<file path="src/tmr_pkg.sv">
// shared types and constants of the timestamp match ring
package tmr_pkg;

  localparam int TMR_DEPTH = 8;

  localparam int SEC_W   = 32;
  localparam int FRAC_W  = 32;
  localparam int TIME_W  = 64;
  localparam int ENTRY_W = SEC_W + FRAC_W + TIME_W;

  // entry layout in memory: seconds, fraction, time (msb to lsb)
  localparam int TIME_LSB = 0;
  localparam int FRAC_LSB = TIME_W;
  localparam int SEC_LSB  = TIME_W + FRAC_W;

  typedef enum logic [1:0] {
    ACT_STASH   = 2'd0,
    ACT_CONSUME = 2'd1,
    ACT_SHIFT   = 2'd2,
    ACT_NONE    = 2'd3
  } action_t;

  typedef enum logic [1:0] {
    ST_IDLE,
    ST_CONSUME,
    ST_SHIFT
  } state_t;

endpackage

</file>
<file path="src/timestamp_match_ring.sv">
// top level of the timestamp match ring: control, valid marks and entry memory
//
// a ring of DEPTH entries, each a 64-bit timestamp key (seconds, fraction) and
// a signed microsecond time, kept in one memory with a registered read port;
// the valid marks sit in flip-flops and are cleared by reset, the entries are
// undefined until a stash writes them. a transaction is taken when start is
// high and busy is low. a stash (or the unused action code) shows its result
// in the next cycle and busy stays low, so stashes may come back to back. a
// consume reads the entries one a cycle from index 0 and stops at the first
// valid match; a shift reads every entry, adds the delta to each valid one and
// writes it back. the entries are read one at a time through the single read
// port of the entry memory. every transaction gives exactly one result, shown
// on out_found and out_matched_wall_us for one cycle with out_strobe high; the
// receiver cannot stall it, so it must take it then
module timestamp_match_ring #(
  parameter int DEPTH = tmr_pkg::TMR_DEPTH
) (
  input  logic               clk,
  input  logic               rst_n,
  input  logic               start,
  output logic               busy,
  input  logic [1:0]         in_action,
  input  logic [31:0]        in_ts_seconds,
  input  logic [31:0]        in_ts_fraction,
  input  logic signed [63:0] in_wall_time_us,
  input  logic signed [63:0] in_delta_us,
  output logic               out_strobe,
  output logic               out_found,
  output logic signed [63:0] out_matched_wall_us
);

  localparam int IW = $clog2(DEPTH);
  localparam logic [IW-1:0] LAST_IDX = IW'(DEPTH - 1);

  // control state
  tmr_pkg::state_t state_r, state_nxt;
  logic [DEPTH-1:0] valid_r, valid_nxt;
  logic [IW-1:0]    wpos_r, wpos_nxt;
  logic [IW-1:0]    idx_r, idx_nxt;     // entry whose read data is present

  // operands latched at accept
  logic [tmr_pkg::SEC_W-1:0]  key_sec_r, key_sec_nxt;
  logic [tmr_pkg::FRAC_W-1:0] key_frac_r, key_frac_nxt;
  logic [tmr_pkg::TIME_W-1:0] delta_r, delta_nxt;

  // result register
  logic                       strobe_r, strobe_nxt;
  logic                       found_r, found_nxt;
  logic [tmr_pkg::TIME_W-1:0] time_r, time_nxt;

  // memory ports
  logic                        ram_we;
  logic [IW-1:0]               ram_waddr;
  logic [tmr_pkg::ENTRY_W-1:0] ram_wdata;
  logic [IW-1:0]               ram_raddr;
  logic [tmr_pkg::ENTRY_W-1:0] ram_rdata;

  // fields of the entry being looked at
  logic [tmr_pkg::SEC_W-1:0]  rd_sec;
  logic [tmr_pkg::FRAC_W-1:0] rd_frac;
  logic [tmr_pkg::TIME_W-1:0] rd_time;
  logic                       hit;
  logic                       accept;

  tmr_ram #(
    .WIDTH (tmr_pkg::ENTRY_W),
    .DEPTH (DEPTH)
  ) u_entries (
    .clk   (clk),
    .we    (ram_we),
    .waddr (ram_waddr),
    .wdata (ram_wdata),
    .raddr (ram_raddr),
    .rdata (ram_rdata)
  );

  assign rd_sec  = ram_rdata[tmr_pkg::SEC_LSB +: tmr_pkg::SEC_W];
  assign rd_frac = ram_rdata[tmr_pkg::FRAC_LSB +: tmr_pkg::FRAC_W];
  assign rd_time = ram_rdata[tmr_pkg::TIME_LSB +: tmr_pkg::TIME_W];

  // a valid entry whose key equals the latched key
  assign hit = valid_r[idx_r] && (rd_sec == key_sec_r) && (rd_frac == key_frac_r);

  assign busy   = (state_r != tmr_pkg::ST_IDLE);
  assign accept = start && !busy;

  always_ff @(posedge clk) begin
    if (!rst_n) begin
      state_r  <= tmr_pkg::ST_IDLE;
      valid_r  <= '0;
      wpos_r   <= '0;
      idx_r    <= '0;
      strobe_r <= 1'b0;
      found_r  <= 1'b0;
    end else begin
      state_r  <= state_nxt;
      valid_r  <= valid_nxt;
      wpos_r   <= wpos_nxt;
      idx_r    <= idx_nxt;
      strobe_r <= strobe_nxt;
      found_r  <= found_nxt;
    end
  end

  // payload registers, no reset needed
  always_ff @(posedge clk) begin
    key_sec_r  <= key_sec_nxt;
    key_frac_r <= key_frac_nxt;
    delta_r    <= delta_nxt;
    time_r     <= time_nxt;
  end

  always_comb begin
    state_nxt    = state_r;
    valid_nxt    = valid_r;
    wpos_nxt     = wpos_r;
    idx_nxt      = idx_r;
    key_sec_nxt  = key_sec_r;
    key_frac_nxt = key_frac_r;
    delta_nxt    = delta_r;
    strobe_nxt   = 1'b0;
    found_nxt    = 1'b0;
    time_nxt     = '0;
    ram_we       = 1'b0;
    ram_waddr    = wpos_r;
    ram_wdata    = {in_ts_seconds, in_ts_fraction, in_wall_time_us};
    // scan reads run one entry ahead of the compare
    ram_raddr    = idx_r + IW'(1);

    case (state_r)
      tmr_pkg::ST_IDLE: begin
        ram_raddr = '0;
        if (accept) begin
          key_sec_nxt  = in_ts_seconds;
          key_frac_nxt = in_ts_fraction;
          delta_nxt    = in_delta_us;
          idx_nxt      = '0;
          case (tmr_pkg::action_t'(in_action))
            tmr_pkg::ACT_STASH: begin
              // overwrite the entry at the write position, old contents or not
              ram_we            = 1'b1;
              valid_nxt[wpos_r] = 1'b1;
              wpos_nxt          = (wpos_r == LAST_IDX) ? '0 : wpos_r + IW'(1);
              strobe_nxt        = 1'b1;
            end
            tmr_pkg::ACT_CONSUME: begin
              state_nxt = tmr_pkg::ST_CONSUME;
            end
            tmr_pkg::ACT_SHIFT: begin
              state_nxt = tmr_pkg::ST_SHIFT;
            end
            default: begin
              // unused code: empty result, no state change
              strobe_nxt = 1'b1;
            end
          endcase
        end
      end

      tmr_pkg::ST_CONSUME: begin
        if (hit) begin
          // lowest matching index wins since the scan starts at zero
          valid_nxt[idx_r] = 1'b0;
          found_nxt        = 1'b1;
          time_nxt         = rd_time;
          strobe_nxt       = 1'b1;
          state_nxt        = tmr_pkg::ST_IDLE;
        end else if (idx_r == LAST_IDX) begin
          strobe_nxt = 1'b1;
          state_nxt  = tmr_pkg::ST_IDLE;
        end else begin
          idx_nxt = idx_r + IW'(1);
        end
      end

      tmr_pkg::ST_SHIFT: begin
        // write back entry idx_r while entry idx_r+1 is read, never the same
        ram_we    = valid_r[idx_r];
        ram_waddr = idx_r;
        ram_wdata = {rd_sec, rd_frac, rd_time + delta_r};
        if (idx_r == LAST_IDX) begin
          strobe_nxt = 1'b1;
          state_nxt  = tmr_pkg::ST_IDLE;
        end else begin
          idx_nxt = idx_r + IW'(1);
        end
      end

      default: begin
        state_nxt = tmr_pkg::ST_IDLE;
      end
    endcase
  end

  assign out_strobe          = strobe_r;
  assign out_found           = found_r;
  assign out_matched_wall_us = time_r;

`ifndef SYNTHESIS
  // a result only appears once the block is free again
  a_strobe_idle: assert property (@(posedge clk) disable iff (!rst_n)
    out_strobe |-> !busy)
    else $error("result strobed while busy");

  // a stash leaves its entry valid
  a_stash_valid: assert property (@(posedge clk) disable iff (!rst_n)
    (accept && in_action == tmr_pkg::ACT_STASH) |=> valid_r[$past(wpos_r)])
    else $error("stashed entry not valid");

  // a consume hit clears the matched entry and reports found
  a_hit_clears: assert property (@(posedge clk) disable iff (!rst_n)
    (state_r == tmr_pkg::ST_CONSUME && hit) |=>
      (!valid_r[$past(idx_r)] && out_strobe && out_found))
    else $error("consume hit not retired");

  // a miss or a non-consume result carries zero time
  a_miss_zero: assert property (@(posedge clk) disable iff (!rst_n)
    (out_strobe && !out_found) |-> (out_matched_wall_us == '0))
    else $error("nonzero time without a match");
`endif

endmodule

</file>
<file path="src/tmr_ram.sv">
// generic simple dual-port ram with registered read
module tmr_ram #(
  parameter int WIDTH = 8,
  parameter int DEPTH = 8
) (
  input  logic                     clk,
  input  logic                     we,
  input  logic [$clog2(DEPTH)-1:0] waddr,
  input  logic [WIDTH-1:0]         wdata,
  input  logic [$clog2(DEPTH)-1:0] raddr,
  output logic [WIDTH-1:0]         rdata
);

  logic [WIDTH-1:0] mem [DEPTH];
  logic [WIDTH-1:0] rdata_r;

  always_ff @(posedge clk) begin
    if (we) begin
      mem[waddr] <= wdata;
    end
    rdata_r <= mem[raddr];
  end

  assign rdata = rdata_r;

endmodule

</file>
<file path="config.mk">
export PLATFORM = sky130hd
export DESIGN_NAME = timestamp_match_ring
export DESIGN_NICKNAME = d
export VERILOG_FILES = /design/src/tmr_pkg.sv /design/src/timestamp_match_ring.sv /design/src/tmr_ram.sv
export SDC_FILE = /design/constraint.sdc
export NUM_CORES = 2
export LEC_CHECK = 0
export ABC_AREA = 1
export BUFFER_PORTS_ARGS = -buffer_cell sky130_fd_sc_hd__buf_2
export CELL_PAD_IN_SITES_DETAIL_PLACEMENT = 1
export CELL_PAD_IN_SITES_GLOBAL_PLACEMENT = 1
export CORE_MARGIN = 2
export CORE_UTILIZATION = 35
export DETAILED_ROUTE_END_ITERATION = 8
export PLACE_DENSITY_LB_ADDON = 0.1
export SYNTH_ARGS = -nofsm -noshare
export SYNTH_HDL_FRONTEND = slang
export SYNTH_SLANG_ARGS = --single-unit
</file>
<file path="constraint.sdc">
create_clock -name clk -period 14.75 [get_ports clk]
set_input_delay 0.7375 -clock clk [delete_from_list [all_inputs] [get_ports clk]]
set_output_delay 0.7375 -clock clk [all_outputs]
set_load 0.02 [all_outputs]
</file>
==> results.sh <==
export IMPL_status="completed"
export IMPL_setup_viol=0
export IMPL_num_vias=38400
export IMPL_postPlaceCellArea_um2=59800
export IMPL_p_clk_share_pct=35.3
export IMPL_numCtsBuffers=155
export IMPL_ant_nets=0
export IMPL_utilization_pct=40.5
export IMPL_ff_latch_area_um2=38800
export IMPL_clkTransAtPathRegs_ns=0.06
export IMPL_power_leakage_nw=23.7
export IMPL_relSlewSlack_pct=20.6
export IMPL_hold_path_class="in2reg"
export IMPL_cp_slowest_cell="buf_4"
export IMPL_drive_above_1_share_pct=12.9
export IMPL_setup_worst_path_class="reg2reg"
export IMPL_switchingPower_mw=3.39
export IMPL_yosys_top_cells_area="edfxtp_1 (61%), dfxtp_1 (7.5%), nor2_1 (7.2%)"
export IMPL_place_hpwl_mm=105
export IMPL_cp_required_ns=15.15
export IMPL_netlist_area_leader_share_pct=61.4
export IMPL_die_area_um2=164000
export IMPL_final_nets=5486
export IMPL_cts_tree="built"
export IMPL_critical_path_top_delay_family="buffers and inverters"
export IMPL_io_pins=264
export IMPL_place_ws_ns=9.22
export IMPL_portBuffers=263
export IMPL_firstDrtPassIters=5
export IMPL_drc=0
export IMPL_combPwrFrac_pct=21.5
export IMPL_cpPeakStageDelay_ns=0.88
export IMPL_post_drt_wl_per_cell_um=23.4
export IMPL_max_vdd_ir_drop_mv=0.123
export IMPL_syn_area_um2=56400
export IMPL_finalHoldViolCount=0
export IMPL_cp_max_fo=54
export IMPL_p_int_mw=7.34
export IMPL_fillCellCount=17200
export IMPL_antenna_found_initial=12
export IMPL_postRouteWirelength_mm=175
export IMPL_synth_flop_cell="edfxtp_1"
export IMPL_grt_max_degree=252
export IMPL_p_sw_share_pct=31.6
export IMPL_syn_nets=5255
export IMPL_yosysTopAreaCell="edfxtp_1"
export IMPL_synth_edf_count=1152
export IMPL_cp_common_cell="buf_4"
export IMPL_pwr_share_seq_pct=43.3
export IMPL_path_cells="inv_1, ha_1, nand2_1, inv_6, nand2_2, nand2_1, nand3_1, nor2_4, buf_4, buf_4, buf_4"
export IMPL_fin_crit_sh_pct=36.3
export IMPL_slew_viol_final=0
export IMPL_p_per_area_nw_per_um2=165
export IMPL_via_per_inst=5.11
export IMPL_overflow=0
export IMPL_crit_path_start_kind="register"
export IMPL_die_h_um=405
export IMPL_finalClockSkew_ns=0.0298
export IMPL_rsz0062_at_grt="false"
export IMPL_area_growth_syn_to_layout_pct=15.0
export IMPL_use_met3_pct=2.97
export IMPL_grt_use_met2_pct=34.0
export IMPL_h_tree_depth=4
export IMPL_setup_slack_ns=9.39
export IMPL_synthDistinctLibCells=44
export IMPL_cp_end_kind="register"
export IMPL_coreArea_um2=160000
export IMPL_yosys_warnings=0
export IMPL_syn_inst=4984
export IMPL_start_util_pct=35.2
export IMPL_synth_seq_cells=1362
export IMPL_ys_async_sr_fraction_pct=0
export IMPL_fmaxAchievable_mhz=187
export IMPL_drtIter0Drc=2606
export IMPL_use_met1_pct=30.0
export IMPL_ctsHoldBuffers=0
export IMPL_final_area_um2=64800
export IMPL_synth_seq_area_share_pct=68.8
export IMPL_cp_arrival_ns=5.76
export IMPL_cp_num_buf_inv=5
export IMPL_cts_sinks=1362
export IMPL_cap_violations=0
export IMPL_rows=147
export IMPL_clk_latency_ns=0.80
export IMPL_die_x_um=405
export IMPL_cts_setup_buffers=0
export IMPL_finalPower_mw=10.7
export IMPL_avgSynthCellArea_um2=11.3
export IMPL_cts_root_buf="clkbuf_16"
export IMPL_track_usage_pct=21.2
export IMPL_grt_pass1_wl_mm=257
export IMPL_place_congestion=0.930
export IMPL_grt_pass1_vias=38900
export IMPL_setup_tns_final_ns=0
export IMPL_worst_pin_slew_ns=1.19
export IMPL_top_usage_layer="met2"
export IMPL_cts_resized=0
export IMPL_finalCriticalPeriod_ns=5.36
export IMPL_multi_input_area_um2=15200
export IMPL_clockBufferDepth=3
[area by class of cell]
cell class / count / area share [%]
Antenna cell: 3 / 0.0116
Tap cell: 2160 / 4.17
Multi-Input combinational cell: 3040 / 23.5
Clock inverter: 73 / 0.957
Clock buffer: 214 / 6.72
Timing Repair Buffer: 309 / 2.71
Inverter: 347 / 2.06
Sequential cell: 1362 / 59.8
[cells in the final DEF (no fill, tap or decap), types with 8 or more instances in the layout]
cell type	n
a21oi_1	112
a31oi_1	147
buf_2	263
buf_4	39
clkbuf_1	38
clkbuf_16	159
clkbuf_8	17
clkinv_1	29
clkinv_2	21
dfxtp_1	210
edfxtp_1	1152
ha_1	72
inv_1	338
inv_6	11
nand2_1	603
nand3_1	90
nand3b_1	8
nand4_1	15
nor2_1	1072
nor2_4	9
nor3_1	21
o211ai_1	130
o21a_1	8
o21ai_0	408
o21bai_1	10
o32ai_1	128
or2_2	133
xnor2_1	19
xor2_1	24
[per-layer routing]
layer  vias up  wire length [µm]
met3       235              7100
met2       756             80700
met5         -                40
li1      18000                 -
met4         6              4110
met1     19400             83500
[synthesized netlist by cell type, types with 21 or more instances]
cell and number:
ha_1 73, nor2_1 1081, or2_2 133, nand2_1 603, a21oi_1 112, nor3_1 21, o211ai_1 130, o21ai_0 408
xor2_1 24, inv_1 340, nand3_1 90, buf_2 63, a31oi_1 147, o32ai_1 128, clkbuf_1 137, edfxtp_1 1152
dfxtp_1 210
[path summary, 6_finish.rpt]
kind                      startpoint  slack (ns)  depth (start not counted)                      to
hold reg to reg   u_entries.rdata[3]        0.44                          2  out_matched_wall_us[3]
setup / recovery          state_r[0]        9.39                         11   u_entries.mem[4][114]
hold / removal       in_delta_us[20]        0.11                          1             delta_r[20]
setup reg to reg          state_r[0]        9.39                         11   u_entries.mem[4][114]
[stage by stage]
step	instances	hold WS (ns)
2_1_floorplan	4984	0.412
5_1_grt	7505	0.0713
3_3_place_gp	7217	0.433
3_5_place_dp	7217	0.430
4_1_cts	7504	0.0499
6_report	7508	0.113
[state kept, by name (all words and copies together) (netlist names), 2 cells and up]
name,flops
u_entries.mem,1024
key_frac_r,32
wpos_r,3
valid_r,8
state_r,2
u_entries.rdata,128
idx_r,3
delta_r,64
key_sec_r,32
out_matched_wall_us,64
[power groups by stage]
stage                     combinational (mW)  clock (mW)  sequential (mW)
after floorplan                         1.56           0             4.63
after CTS                               2.33        3.87             4.64
after global routing                    2.58        4.02             4.66
after global placement                  2.29           0             4.72
final                                   2.30        3.78             4.64
after detailed placement                2.32           0             4.72
[cells by family (layout without fill, tap and decap cells)]
group	count (synthesis)	in the layout	synth area share [%]
DFF	1362	1362	68.8
AOI/OAI and AO/OA	962	962	10.4
buffers and inverters	582	943	4.27
other	0	3	0
adders and majority gates	74	74	1.66
xor gates and xnor gates	43	43	0.668
and+or+nand+nor	1961	1961	14.1
Note: power is estimated with default switching activity, not from simulation.
